## src/design/pmt_pkg.sv

```systemverilog
`timescale 1ns / 1ps

package pmt_pkg;

   // Field widths of the channels and registers.
   localparam int COORD_W   = 24;
   localparam int DELTA_W   = 16;
   localparam int SPEED_W   = 16;

   // Fixed-point format of the coordinates and of the internal unit vector.
   localparam int FRAC_BITS = 8;
   localparam int UNIT_BITS = 16;
   localparam int LEN_XBITS = 6;
   localparam int MS_PER_S  = 1000;

   // Squares and the square root of their sum.
   localparam int DIFF_W    = COORD_W;
   localparam int SQ_W      = 2 * DIFF_W;
   localparam int SUM_W     = SQ_W + 1;
   localparam int RAD_W     = SUM_W + 2 * LEN_XBITS;
   localparam int ROOT_W    = (RAD_W + 1) / 2;
   localparam int RAD_PAD_W = 2 * ROOT_W;
   localparam int LEN_W     = ROOT_W;
   localparam int SQREM_W   = LEN_W + 2;
   localparam int SQT_W     = SQREM_W + 2;

   // Unit component division: the numerator is the distance shifted up, and its low R_W bits
   // are zero, so the remainder starts as the distance shifted by RDIV_PRE.
   localparam int R_W       = UNIT_BITS + 1;
   localparam int RDIV_PRE  = UNIT_BITS + LEN_XBITS - R_W;

   // Product of speed, elapsed time and unit component.
   localparam int SDT_W     = SPEED_W + DELTA_W;
   localparam int PROD_W    = SDT_W + UNIT_BITS;
   localparam int ACC_W     = (SQ_W > PROD_W) ? SQ_W : PROD_W;

   // Step division by the combined constant of milliseconds and scaling.
   localparam int STEP_W    = DIFF_W + 1;
   localparam int STEP_DIV  = MS_PER_S * (2 ** (UNIT_BITS - FRAC_BITS));
   localparam int DIV_W     = $clog2(STEP_DIV);
   localparam int DIVT_W    = DIV_W + 1;
   localparam int HEAD_W    = ACC_W - STEP_W;

   // Iteration counts of the serial phases.
   localparam int SQ_STEPS   = DIFF_W;
   localparam int ROOT_STEPS = ROOT_W;
   localparam int RDIV_STEPS = R_W;
   localparam int SDIV_STEPS = STEP_W;
   localparam int MAX_A      = (SQ_STEPS > ROOT_STEPS) ? SQ_STEPS : ROOT_STEPS;
   localparam int MAX_B      = (RDIV_STEPS > SDIV_STEPS) ? RDIV_STEPS : SDIV_STEPS;
   localparam int MAX_ITER   = (MAX_A > MAX_B) ? MAX_A : MAX_B;
   localparam int CNT_W      = $clog2(MAX_ITER);

   // Register file.
   localparam int NUM_REGS   = 5;
   localparam int REG_IDX_W  = $clog2(NUM_REGS);
   localparam int CSR_ADDR_W = REG_IDX_W + 2;
   localparam int CSR_DATA_W = 32;

   typedef enum logic [REG_IDX_W-1:0] {
      REG_TARGET_X = 3'd0,
      REG_TARGET_Y = 3'd1,
      REG_SPEED    = 3'd2,
      REG_START_X  = 3'd3,
      REG_START_Y  = 3'd4
   } reg_index_type;

   typedef struct packed {
      logic signed [COORD_W-1:0] target_x;
      logic signed [COORD_W-1:0] target_y;
      logic        [SPEED_W-1:0] speed;
      logic signed [COORD_W-1:0] start_x;
      logic signed [COORD_W-1:0] start_y;
   } cfg_type;

   // Control of one axis lane; at most one field is high in a cycle.
   typedef struct packed {
      logic load;
      logic square;
      logic clear;
      logic rdiv;
      logic sdiv_load;
      logic sdiv;
      logic apply;
   } lane_ctrl_type;

   typedef struct packed {
      logic load;
      logic step;
   } root_ctrl_type;

   typedef enum logic [3:0] {
      ST_IDLE,
      ST_SQUARE,
      ST_ROOT_LOAD,
      ST_ROOT,
      ST_RDIV,
      ST_SDIV_LOAD,
      ST_SDIV,
      ST_APPLY,
      ST_DONE
   } state_type;

endpackage

```

## src/design/pmt_csr.sv

```systemverilog
`timescale 1ns / 1ps

module pmt_csr import pmt_pkg::*; (
   input  logic                  clock,
   input  logic                  reset,
   input  logic                  psel,
   input  logic                  penable,
   input  logic                  pwrite,
   input  logic [CSR_ADDR_W-1:0] paddr,
   input  logic [CSR_DATA_W-1:0] pwdata,
   output logic [CSR_DATA_W-1:0] prdata,
   output logic                  pready,
   output cfg_type               cfg
);

   cfg_type              cfg_ff;
   cfg_type              cfg_in;
   logic [REG_IDX_W-1:0] index;
   logic                 wr_en;

   assign index  = paddr[CSR_ADDR_W-1:2];
   assign wr_en  = psel && penable && pwrite;
   assign pready = 1'b1;
   assign cfg    = cfg_ff;

   // Register writes; unused addresses are ignored.
   always_comb begin
      cfg_in = cfg_ff;
      if (wr_en) begin
         unique case (index)
            REG_TARGET_X: cfg_in.target_x = pwdata[COORD_W-1:0];
            REG_TARGET_Y: cfg_in.target_y = pwdata[COORD_W-1:0];
            REG_SPEED:    cfg_in.speed    = pwdata[SPEED_W-1:0];
            REG_START_X:  cfg_in.start_x  = pwdata[COORD_W-1:0];
            REG_START_Y:  cfg_in.start_y  = pwdata[COORD_W-1:0];
            default:      cfg_in = cfg_ff;
         endcase
      end
   end

   always_ff @(posedge clock) begin
      if (reset) begin
         cfg_ff <= '0;
      end else begin
         cfg_ff <= cfg_in;
      end
   end

   // Read data, zero extended.
   always_comb begin
      unique case (index)
         REG_TARGET_X: prdata = CSR_DATA_W'(unsigned'(cfg_ff.target_x));
         REG_TARGET_Y: prdata = CSR_DATA_W'(unsigned'(cfg_ff.target_y));
         REG_SPEED:    prdata = CSR_DATA_W'(cfg_ff.speed);
         REG_START_X:  prdata = CSR_DATA_W'(unsigned'(cfg_ff.start_x));
         REG_START_Y:  prdata = CSR_DATA_W'(unsigned'(cfg_ff.start_y));
         default:      prdata = '0;
      endcase
   end

endmodule

```

## src/design/pmt_root.sv

```systemverilog
`timescale 1ns / 1ps

module pmt_root import pmt_pkg::*; (
   input  logic              clock,
   input  root_ctrl_type     ctrl,
   input  logic [SQ_W-1:0]   sq_x,
   input  logic [SQ_W-1:0]   sq_y,
   output logic [LEN_W-1:0]  len
);

   logic [RAD_PAD_W-1:0] rad_ff, rad_in;
   logic [SQREM_W-1:0]   rem_ff, rem_in;
   logic [LEN_W-1:0]     root_ff, root_in;
   logic [SUM_W-1:0]     sum;
   logic [SQT_W-1:0]     trial;
   logic [SQT_W-1:0]     part;
   logic                 ge;

   assign len = root_ff;

   // One result bit per cycle: two radicand bits are brought down and the trial
   // value four times the root plus one is subtracted when it fits.
   always_comb begin
      sum     = SUM_W'(sq_x) + SUM_W'(sq_y);
      part    = {rem_ff, rad_ff[RAD_PAD_W-1 -: 2]};
      trial   = {2'b00, root_ff, 2'b01};
      ge      = part >= trial;
      rad_in  = rad_ff;
      rem_in  = rem_ff;
      root_in = root_ff;
      if (ctrl.load) begin
         rad_in  = RAD_PAD_W'(sum) << (2 * LEN_XBITS);
         rem_in  = '0;
         root_in = '0;
      end else if (ctrl.step) begin
         rad_in  = rad_ff << 2;
         rem_in  = ge ? SQREM_W'(part - trial) : SQREM_W'(part);
         root_in = {root_ff[LEN_W-2:0], ge};
      end
   end

   always_ff @(posedge clock) begin
      rad_ff  <= rad_in;
      rem_ff  <= rem_in;
      root_ff <= root_in;
   end

endmodule

```

## src/design/pmt_lane.sv

```systemverilog
`timescale 1ns / 1ps

module pmt_lane import pmt_pkg::*; (
   input  logic                      clock,
   input  logic                      reset,
   input  lane_ctrl_type             ctrl,
   input  logic                      restart,
   input  logic signed [COORD_W-1:0] start_pos,
   input  logic signed [COORD_W-1:0] target,
   input  logic        [SDT_W-1:0]   sdt,
   input  logic        [LEN_W-1:0]   len,
   output logic        [ACC_W-1:0]   acc,
   output logic signed [COORD_W-1:0] pos
);

   logic signed [COORD_W-1:0] pos_ff, pos_in;
   logic [DIFF_W-1:0]         ad_ff, ad_in;
   logic                      neg_ff, neg_in;
   logic                      nz_ff, nz_in;
   logic [DIFF_W-1:0]         sqsh_ff, sqsh_in;
   logic [ACC_W-1:0]          acc_ff, acc_in;
   logic [LEN_W-1:0]          rrem_ff, rrem_in;
   logic [DIV_W-1:0]          srem_ff, srem_in;
   logic                      sat_ff, sat_in;
   logic [STEP_W-1:0]         q_ff, q_in;

   logic signed [COORD_W-1:0] cur_eff;
   logic signed [COORD_W:0]   diff;
   logic signed [COORD_W:0]   mag;
   logic [LEN_W:0]            rpart;
   logic                      rge;
   logic [HEAD_W-1:0]         head;
   logic [DIVT_W-1:0]         spart;
   logic                      sge;
   logic [STEP_W-1:0]         stp;
   logic                      hit;

   assign acc = acc_ff;
   assign pos = pos_ff;

   always_comb begin
      // Distance to the target from the position this transaction starts at.
      cur_eff = restart ? start_pos : pos_ff;
      diff    = {target[COORD_W-1], target} - {cur_eff[COORD_W-1], cur_eff};
      mag     = diff[COORD_W] ? -diff : diff;

      // Restoring division step of the unit component, which also feeds the
      // product with speed and time most significant bit first.
      rpart   = {rrem_ff, 1'b0};
      rge     = rpart >= {1'b0, len};

      // Restoring division step of the product by the step constant.
      head    = acc_ff[ACC_W-1:STEP_W];
      spart   = {srem_ff, acc_ff[STEP_W-1]};
      sge     = spart >= DIVT_W'(STEP_DIV);

      // A zero step is raised to one LSB; a step that reaches the target snaps to it.
      stp     = (q_ff == '0) ? STEP_W'(1) : q_ff;
      hit     = sat_ff || (stp >= STEP_W'(ad_ff));

      pos_in  = pos_ff;
      ad_in   = ad_ff;
      neg_in  = neg_ff;
      nz_in   = nz_ff;
      sqsh_in = sqsh_ff;
      acc_in  = acc_ff;
      rrem_in = rrem_ff;
      srem_in = srem_ff;
      sat_in  = sat_ff;
      q_in    = q_ff;

      if (ctrl.load) begin
         pos_in  = cur_eff;
         ad_in   = mag[DIFF_W-1:0];
         neg_in  = diff[COORD_W];
         nz_in   = diff != '0;
         sqsh_in = mag[DIFF_W-1:0];
         acc_in  = '0;
         rrem_in = LEN_W'(mag[DIFF_W-1:0]) << RDIV_PRE;
      end else if (ctrl.square) begin
         acc_in  = {acc_ff[ACC_W-2:0], 1'b0} + (sqsh_ff[DIFF_W-1] ? ACC_W'(ad_ff) : '0);
         sqsh_in = {sqsh_ff[DIFF_W-2:0], 1'b0};
      end else if (ctrl.clear) begin
         acc_in  = '0;
      end else if (ctrl.rdiv) begin
         rrem_in = rge ? LEN_W'(rpart - {1'b0, len}) : LEN_W'(rpart);
         acc_in  = {acc_ff[ACC_W-2:0], 1'b0} + (rge ? ACC_W'(sdt) : '0);
      end else if (ctrl.sdiv_load) begin
         sat_in  = ACC_W'(head) >= ACC_W'(STEP_DIV);
         srem_in = DIV_W'(head);
         q_in    = '0;
      end else if (ctrl.sdiv) begin
         srem_in = sge ? DIV_W'(spart - DIVT_W'(STEP_DIV)) : DIV_W'(spart);
         q_in    = {q_ff[STEP_W-2:0], sge};
         acc_in  = {acc_ff[ACC_W-2:0], 1'b0};
      end else if (ctrl.apply) begin
         if (nz_ff && (sdt != '0)) begin
            if (hit) begin
               pos_in = target;
            end else if (neg_ff) begin
               pos_in = pos_ff - COORD_W'(stp);
            end else begin
               pos_in = pos_ff + COORD_W'(stp);
            end
         end
      end
   end

   // The position is architectural state; the working registers need no reset.
   always_ff @(posedge clock) begin
      if (reset) begin
         pos_ff <= '0;
      end else begin
         pos_ff <= pos_in;
      end
   end

   always_ff @(posedge clock) begin
      ad_ff   <= ad_in;
      neg_ff  <= neg_in;
      nz_ff   <= nz_in;
      sqsh_ff <= sqsh_in;
      acc_ff  <= acc_in;
      rrem_ff <= rrem_in;
      srem_ff <= srem_in;
      sat_ff  <= sat_in;
      q_ff    <= q_in;
   end

endmodule

```

## src/design/point_move_toward_target_top.sv

```systemverilog
`timescale 1ns / 1ps

// Moves a point toward a target at constant speed, one tick per input transaction.
// Configuration: APB-style port with target_x, target_y, speed, start_x and start_y at
// byte addresses 0, 4, 8, 12 and 16; pready is always high; write only while idle.
// Input channel (req_): delta_ms in milliseconds and restart, which reloads the point
// from the start registers before the step. Output channel (rsp_): the new position in
// signed Q15.8 and arrived, high when the point sits on the target.
// The serial datapath works one bit per cycle through squaring, square root, unit-component
// division merged with the speed-time product, and step division, plus load, apply and
// hand-over steps. A new transaction is accepted only after the previous tick is handed over.
// req_stall is high while a tick is being worked on. The finished result waits in an
// output register while rsp_stall is high, and the next tick may be accepted and worked
// on meanwhile; it is held back only at its hand-over until the register is free.
// Reset clears the registers, the position and the output valid.

module point_move_toward_target_top import pmt_pkg::*; (
   input  logic                      clock,
   input  logic                      reset,
   input  logic                      psel,
   input  logic                      penable,
   input  logic                      pwrite,
   input  logic [CSR_ADDR_W-1:0]     paddr,
   input  logic [CSR_DATA_W-1:0]     pwdata,
   output logic [CSR_DATA_W-1:0]     prdata,
   output logic                      pready,
   input  logic                      req_valid,
   output logic                      req_stall,
   input  logic [DELTA_W-1:0]        req_delta_ms,
   input  logic                      req_restart,
   output logic                      rsp_valid,
   input  logic                      rsp_stall,
   output logic signed [COORD_W-1:0] rsp_pos_x,
   output logic signed [COORD_W-1:0] rsp_pos_y,
   output logic                      rsp_arrived
);

   cfg_type                   cfg;
   state_type                 state_ff, state_in;
   logic [CNT_W-1:0]          cnt_ff, cnt_in;
   logic [DELTA_W-1:0]        dt_sh_ff, dt_sh_in;
   logic [SDT_W-1:0]          sdt_ff, sdt_in;
   logic                      rsp_valid_ff, rsp_valid_in;
   logic signed [COORD_W-1:0] rsp_pos_x_ff, rsp_pos_x_in;
   logic signed [COORD_W-1:0] rsp_pos_y_ff, rsp_pos_y_in;
   logic                      rsp_arrived_ff, rsp_arrived_in;
   lane_ctrl_type             lane_ctrl;
   root_ctrl_type             root_ctrl;
   logic                      commit;
   logic [ACC_W-1:0]          acc_x, acc_y;
   logic signed [COORD_W-1:0] pos_x, pos_y;
   logic [LEN_W-1:0]          len;

   pmt_csr u_csr (
      .clock   (clock),
      .reset   (reset),
      .psel    (psel),
      .penable (penable),
      .pwrite  (pwrite),
      .paddr   (paddr),
      .pwdata  (pwdata),
      .prdata  (prdata),
      .pready  (pready),
      .cfg     (cfg)
   );

   pmt_lane u_lane_x (
      .clock     (clock),
      .reset     (reset),
      .ctrl      (lane_ctrl),
      .restart   (req_restart),
      .start_pos (cfg.start_x),
      .target    (cfg.target_x),
      .sdt       (sdt_ff),
      .len       (len),
      .acc       (acc_x),
      .pos       (pos_x)
   );

   pmt_lane u_lane_y (
      .clock     (clock),
      .reset     (reset),
      .ctrl      (lane_ctrl),
      .restart   (req_restart),
      .start_pos (cfg.start_y),
      .target    (cfg.target_y),
      .sdt       (sdt_ff),
      .len       (len),
      .acc       (acc_y),
      .pos       (pos_y)
   );

   pmt_root u_root (
      .clock (clock),
      .ctrl  (root_ctrl),
      .sq_x  (acc_x[SQ_W-1:0]),
      .sq_y  (acc_y[SQ_W-1:0]),
      .len   (len)
   );

   assign req_stall   = state_ff != ST_IDLE;
   assign rsp_valid   = rsp_valid_ff;
   assign rsp_pos_x   = rsp_pos_x_ff;
   assign rsp_pos_y   = rsp_pos_y_ff;
   assign rsp_arrived = rsp_arrived_ff;

   // Sequencer: walks the serial phases and counts the iterations of each.
   always_comb begin
      state_in  = state_ff;
      cnt_in    = cnt_ff;
      lane_ctrl = '0;
      root_ctrl = '0;
      commit    = 1'b0;
      unique case (state_ff)
         ST_IDLE: begin
            if (req_valid) begin
               lane_ctrl.load = 1'b1;
               cnt_in         = CNT_W'(SQ_STEPS - 1);
               state_in       = ST_SQUARE;
            end
         end
         ST_SQUARE: begin
            lane_ctrl.square = 1'b1;
            if (cnt_ff == '0) begin
               state_in = ST_ROOT_LOAD;
            end else begin
               cnt_in = cnt_ff - 1'b1;
            end
         end
         ST_ROOT_LOAD: begin
            root_ctrl.load  = 1'b1;
            lane_ctrl.clear = 1'b1;
            cnt_in          = CNT_W'(ROOT_STEPS - 1);
            state_in        = ST_ROOT;
         end
         ST_ROOT: begin
            root_ctrl.step = 1'b1;
            if (cnt_ff == '0) begin
               cnt_in   = CNT_W'(RDIV_STEPS - 1);
               state_in = ST_RDIV;
            end else begin
               cnt_in = cnt_ff - 1'b1;
            end
         end
         ST_RDIV: begin
            lane_ctrl.rdiv = 1'b1;
            if (cnt_ff == '0) begin
               state_in = ST_SDIV_LOAD;
            end else begin
               cnt_in = cnt_ff - 1'b1;
            end
         end
         ST_SDIV_LOAD: begin
            lane_ctrl.sdiv_load = 1'b1;
            cnt_in              = CNT_W'(SDIV_STEPS - 1);
            state_in            = ST_SDIV;
         end
         ST_SDIV: begin
            lane_ctrl.sdiv = 1'b1;
            if (cnt_ff == '0) begin
               state_in = ST_APPLY;
            end else begin
               cnt_in = cnt_ff - 1'b1;
            end
         end
         ST_APPLY: begin
            lane_ctrl.apply = 1'b1;
            state_in        = ST_DONE;
         end
         ST_DONE: begin
            if (!rsp_valid_ff || !rsp_stall) begin
               commit   = 1'b1;
               state_in = ST_IDLE;
            end
         end
         default: begin
            state_in = ST_IDLE;
         end
      endcase
   end

   // Speed times elapsed time, built serially during the last squaring cycles.
   always_comb begin
      dt_sh_in = dt_sh_ff;
      sdt_in   = sdt_ff;
      if (lane_ctrl.load) begin
         dt_sh_in = req_delta_ms;
         sdt_in   = '0;
      end else if (lane_ctrl.square && (int'(cnt_ff) < DELTA_W)) begin
         dt_sh_in = {dt_sh_ff[DELTA_W-2:0], 1'b0};
         sdt_in   = {sdt_ff[SDT_W-2:0], 1'b0}
                  + (dt_sh_ff[DELTA_W-1] ? SDT_W'(cfg.speed) : '0);
      end
   end

   // Output register: loaded at hand-over, cleared once the transaction is taken.
   always_comb begin
      rsp_valid_in   = rsp_valid_ff;
      rsp_pos_x_in   = rsp_pos_x_ff;
      rsp_pos_y_in   = rsp_pos_y_ff;
      rsp_arrived_in = rsp_arrived_ff;
      if (commit) begin
         rsp_valid_in   = 1'b1;
         rsp_pos_x_in   = pos_x;
         rsp_pos_y_in   = pos_y;
         rsp_arrived_in = (pos_x == cfg.target_x) && (pos_y == cfg.target_y);
      end else if (rsp_valid_ff && !rsp_stall) begin
         rsp_valid_in = 1'b0;
      end
   end

   always_ff @(posedge clock) begin
      if (reset) begin
         state_ff     <= ST_IDLE;
         cnt_ff       <= '0;
         rsp_valid_ff <= 1'b0;
      end else begin
         state_ff     <= state_in;
         cnt_ff       <= cnt_in;
         rsp_valid_ff <= rsp_valid_in;
      end
   end

   always_ff @(posedge clock) begin
      dt_sh_ff       <= dt_sh_in;
      sdt_ff         <= sdt_in;
      rsp_pos_x_ff   <= rsp_pos_x_in;
      rsp_pos_y_ff   <= rsp_pos_y_in;
      rsp_arrived_ff <= rsp_arrived_in;
   end

   // A result is only ever presented from the hand-over state.
   assert property (@(posedge clock) disable iff (reset)
      $rose(rsp_valid_ff) |-> $past(state_ff == ST_DONE))
      else $error("result presented outside hand-over");

   // Every phase has run its full count before a load or apply cycle.
   assert property (@(posedge clock) disable iff (reset)
      (state_ff == ST_ROOT_LOAD || state_ff == ST_SDIV_LOAD || state_ff == ST_APPLY)
      |-> (cnt_ff == '0))
      else $error("serial phase cut short");

   // An accepted transaction starts the squaring phase with a full count.
   assert property (@(posedge clock) disable iff (reset)
      (req_valid && !req_stall)
      |=> (state_ff == ST_SQUARE) && (cnt_ff == CNT_W'(SQ_STEPS - 1)))
      else $error("accepted transaction did not start squaring");

endmodule

```

## config.mk

```make
export PLATFORM = sky130hd
export DESIGN_NAME = point_move_toward_target_top
export DESIGN_NICKNAME = d
export VERILOG_FILES = /design/src/design/pmt_pkg.sv /design/src/design/pmt_csr.sv /design/src/design/pmt_root.sv /design/src/design/pmt_lane.sv /design/src/design/point_move_toward_target_top.sv
export SDC_FILE = /design/constraint.sdc
export NUM_CORES = 2
export LEC_CHECK = 0
export ABC_AREA = 1
export ABC_CLOCK_PERIOD_IN_PS = 4500
export BUFFER_PORTS_ARGS = -buffer_cell sky130_fd_sc_hd__buf_4
export CAP_MARGIN = 20
export CORE_ASPECT_RATIO = 1.2
export CORE_UTILIZATION = 30
export DETAILED_ROUTE_END_ITERATION = 8
export HOLD_SLACK_MARGIN = 0.03
export PLACE_DENSITY = 0.55
export SYNTH_ARGS = -nofsm -noshare
export SYNTH_HDL_FRONTEND = slang
export SYNTH_SLANG_ARGS = --single-unit
```

## constraint.sdc

```tcl
create_clock -name clock -period 4.5 [get_ports clock]
set_clock_uncertainty 0.1 [all_clocks]
set_input_delay 0 -clock clock [delete_from_list [all_inputs] [get_ports clock]]
set_output_delay 0 -clock clock [all_outputs]
set_load 0.05 [all_outputs]
```

==> results.py <==
metrics = {
    "sta": {
        "worst_pin_slew_ns": 1.14,
        "clock.fmax_ghz": 0.230,
        "hold-worst-slack_ns": 0.0531,
        "min_period_ns": 4.34,
        "setup_viol": 0,
        "slew_headroom": 0.236,
        "rsz0062_at_grt": "true",
        "tns_ns": 0,
        "layout_setup_ws_ns": 0.161,
        "timing.final.crit_share": 0.964,
        "final-hold-violation-count": 0,
        "slew_viol_final": 0,
    },
    "logic_synthesis": {
        "yosysTopAreaCell": "edfxtp_1",
        "ys_ff_latch": 727,
        "ys_types": 70,
        "ys_seq_area_frac": 0.305,
        "syn_area_per_cell_um2": 6.73,
        "yosys.cell_count.top_type": "nand2_1",
        "syn_area_um2": 59200,
        "synth_edf_count": 350,
        "netlist_instances": 8791,
        "yosysWarnings": 0,
        "synth_flop_cell": "dfxtp_1",
        "synthArstFlopShare": 0,
        "netlist.area_leader.share": 0.178,
        "netlist_top_cells_area": "edfxtp_1 18%, nand2_1 13%, dfxtp_1 13%",
        "synthTopCellsByCount": "2054 x nand2_1, 1048 x inv_1, 882 x a21oi_1",
    },
    "pwr": {
        "p_sw_mw": 26.2,
        "irDropWorstVdd_mv": 0.490,
        "power_mw": 51.1,
        "clock_power_share": 0.151,
        "combPwrFrac": 0.618,
        "cellPowerDensity_nw_per_um2": 713,
        "swShare": 0.513,
        "leakage_nw": 32.7,
        "p_seq_frac": 0.231,
        "p_int_mw": 24.9,
    },
    "routing": {
        "drc": 0,
        "via_per_inst": 5.19,
        "first_pass_iters": 6,
        "finalWirelength_um": 260000,
        "drtAntennaViolNets": 0,
        "via_count": 62700,
        "wl_per_cell_um": 21.5,
        "drtIter0Drc": 4392,
    },
    "critical_path": {
        "path_max_fanout": 10,
        "arrival_ns": 4.92,
        "cp-end-kind": "flop",
        "crit_top_cell": "inv_1",
        "cp_data_required_time_ns": 5.08,
        "r2r_end": "u_lane_y.acc[43]",
        "startpoint_type": "flop",
        "r2r_cells": 26,
        "worstReg2RegStart": "u_root.len[19]",
        "worstSetupPathType": "reg -> reg",
        "r2r_setup_slack_ns": 0.16,
        "cpPeakStageDelay_ns": 0.37,
        "crit_slowest_cell": "ha_2",
    },
    "place": {
        "place.detailed.instances": 11800,
        "place_congestion": 0.984,
        "post-dp-hpwl_um": 206000,
        "port-buffer-count": 125,
        "place_ws_ns": -0.238,
    },
    "cts": {
        "cts_buffer_depth": 3,
        "clock_latency_ns": 0.77,
        "cts.clk_slew.worst_paths_ns": 0.06,
        "cts_tree": "done",
        "numCtsBuffers": 88,
        "htreeDepth": 3,
        "cts_root_buffer": "clkbuf_16",
        "cts.sink_count": 727,
    },
    "min_path": {
        "hold_start": "req_delta_ms[8]",
        "holdCritPathClass": "in -> reg",
        "holdPathEnd": "dt_sh_ff[8]",
        "whs_path_depth": 4,
    },
    "cells_and_area": {
        "final_cells": 12100,
        "drive_above_1_share": 0.119,
        "fill_cells": 21100,
        "syn2layout_area_growth_pct": 21.1,
        "nets": 9865,
    },
    "die": {
        "start_util": 0.302,
        "dieArea_um2": 199000,
        "rows": 178,
        "core_um2": 196000,
        "fp.dieH_um": 489,
        "die_w_um": 407,
        "io_pins": 145,
    },
    "global_routing": {
        "grt_pass1_vias": 60600,
        "antenna_found_initial": 9,
        "overflow": 0,
        "grt_pass1_wl_um": 381000,
        "grt_start_max_net_pins": 150,
        "grt_util_all_layers": 0.252,
    },
    "flow_run": {
        "max_cap_viol_count": 0,
    },
    "outcome": {
        "status": "finished clean",
    },
}
-- timing repair --
action | CTS | global route
hold endpoints to repair | 186 | 0
endpoints found under the setup margin | 18 | 87
gates resized for setup | 8 | 205
pin swaps | 1 | 39
hold buffers | 98 | 0
gates cloned | 0 | 1
setup buffers | 0 | 14
-- routing by layer --
layer | wire length, µm | up-vias | GRT usage
li1 | - | 30800 | -
met1 | 104000 | 29500 | 0.292
met2 | 126000 | 1830 | 0.444
met3 | 12200 | 557 | 0.0288
met4 | 17800 | 6 | 0.153
met5 | 32 | - | 0
-- cell type report --
cell class	count	area [µm²]	share of cell area
Multi-Input combinational cell	6685	36800	0.514
Clock inverter	41	539	0.00753
Tap cell	2610	3270	0.0456
Antenna cell	3	7.51	0.000105
Sequential cell	727	18100	0.252
Clock buffer	122	2490	0.0348
Inverter	1064	4000	0.0558
Timing Repair Buffer	811	6490	0.0906
-- worst max-delay path by stage --
stage	startpoint	end	slack [ns]	depth (start not counted)
floorplan	u_root.len[0]	u_lane_x.acc[39]	0.38	28
global placement	u_root.len[0]	u_lane_y.acc[35]	-0.10	23
detailed placement	u_root.len[3]	u_lane_y.acc[20]	-0.24	26
CTS	u_lane_y.q_ff[16]	u_lane_y.pos[23]	0.02	28
global route	u_lane_y.q_ff[16]	u_lane_y.pos[23]	-0.09	27
finish	u_root.len[19]	u_lane_y.acc[43]	0.16	26
-- power groups by stage --
stage / Combinational [mW] / Clock [mW] / Sequential (mW)
global placement: 30.1 / 0 / 11.9
finish: 31.6 / 7.70 / 11.8
global route: 34.8 / 8.08 / 11.9
floorplan: 20.0 / 0 / 10.5
detailed placement: 30.2 / 0 / 11.9
CTS: 30.5 / 7.86 / 11.7
-- through the flow --
step	area (µm²)	utilization
floorplan	59200	-
global placement	66600	0.340
detailed placement	66600	0.340
CTS	70700	0.361
global route	71700	0.366
finish	71700	0.366
-- cell usage in the layout, fill, tap and decap left out, drive strengths merged, types with 10 or more instances in the layout --
cell and n:
o21ai 841, nand2 2073, a31oi 109, ha 415, nor3 108, a21o 52, a21boi 16, nand4 108
o22ai 51, nor4 60, o21a 24, xnor2 107, a221oi 20, clkinv 29, or2 21, o211ai 81
nor2 885, inv 1066, a21oi 887, a221o 10, nand3 442, buf 712, nand3b 17, dlygate4sd3 98
fa 12, clkbuf 123, xor2 233, edfxtp 350, o21bai 30, dfxtp 377
-- worst max-delay path: cells and delay by family (launching register included) --
family                   cells  cell delay (ns)
AO/OA/AOI/OAI                7             0.98
adder cells (fa/ha/maj)      2             0.70
AND/OR/NAND/NOR              9             1.20
buffers and inverters        8             1.00
flip-flops                   1             0.32
-- flip-flops by register name (all words and copies together) (netlist names), 31 cells and up --
name              count
u_csr.cfg           112
u_root.rad_ff        50
u_lane_x.acc         48
u_lane_y.acc         48
u_root.rem_ff        33
sdt_ff               32
u_lane_x.rrem_ff     31
u_lane_y.rrem_ff     31
u_root.len           31
-- cell families (layout without fill, tap and decap cells) --
kind of cell	Yosys count	in the layout	synth area share
XOR/XNOR	340	340	0.0509
other	2	12	0.000127
buffers and inverters	1386	2038	0.0895
flip-flops	727	727	0.305
AO/OA/AOI/OAI	2170	2170	0.201
AND/OR/NAND/NOR	3739	3739	0.261
adder cells (fa/ha/maj)	427	427	0.0918
(Power assumes the default switching activity.)
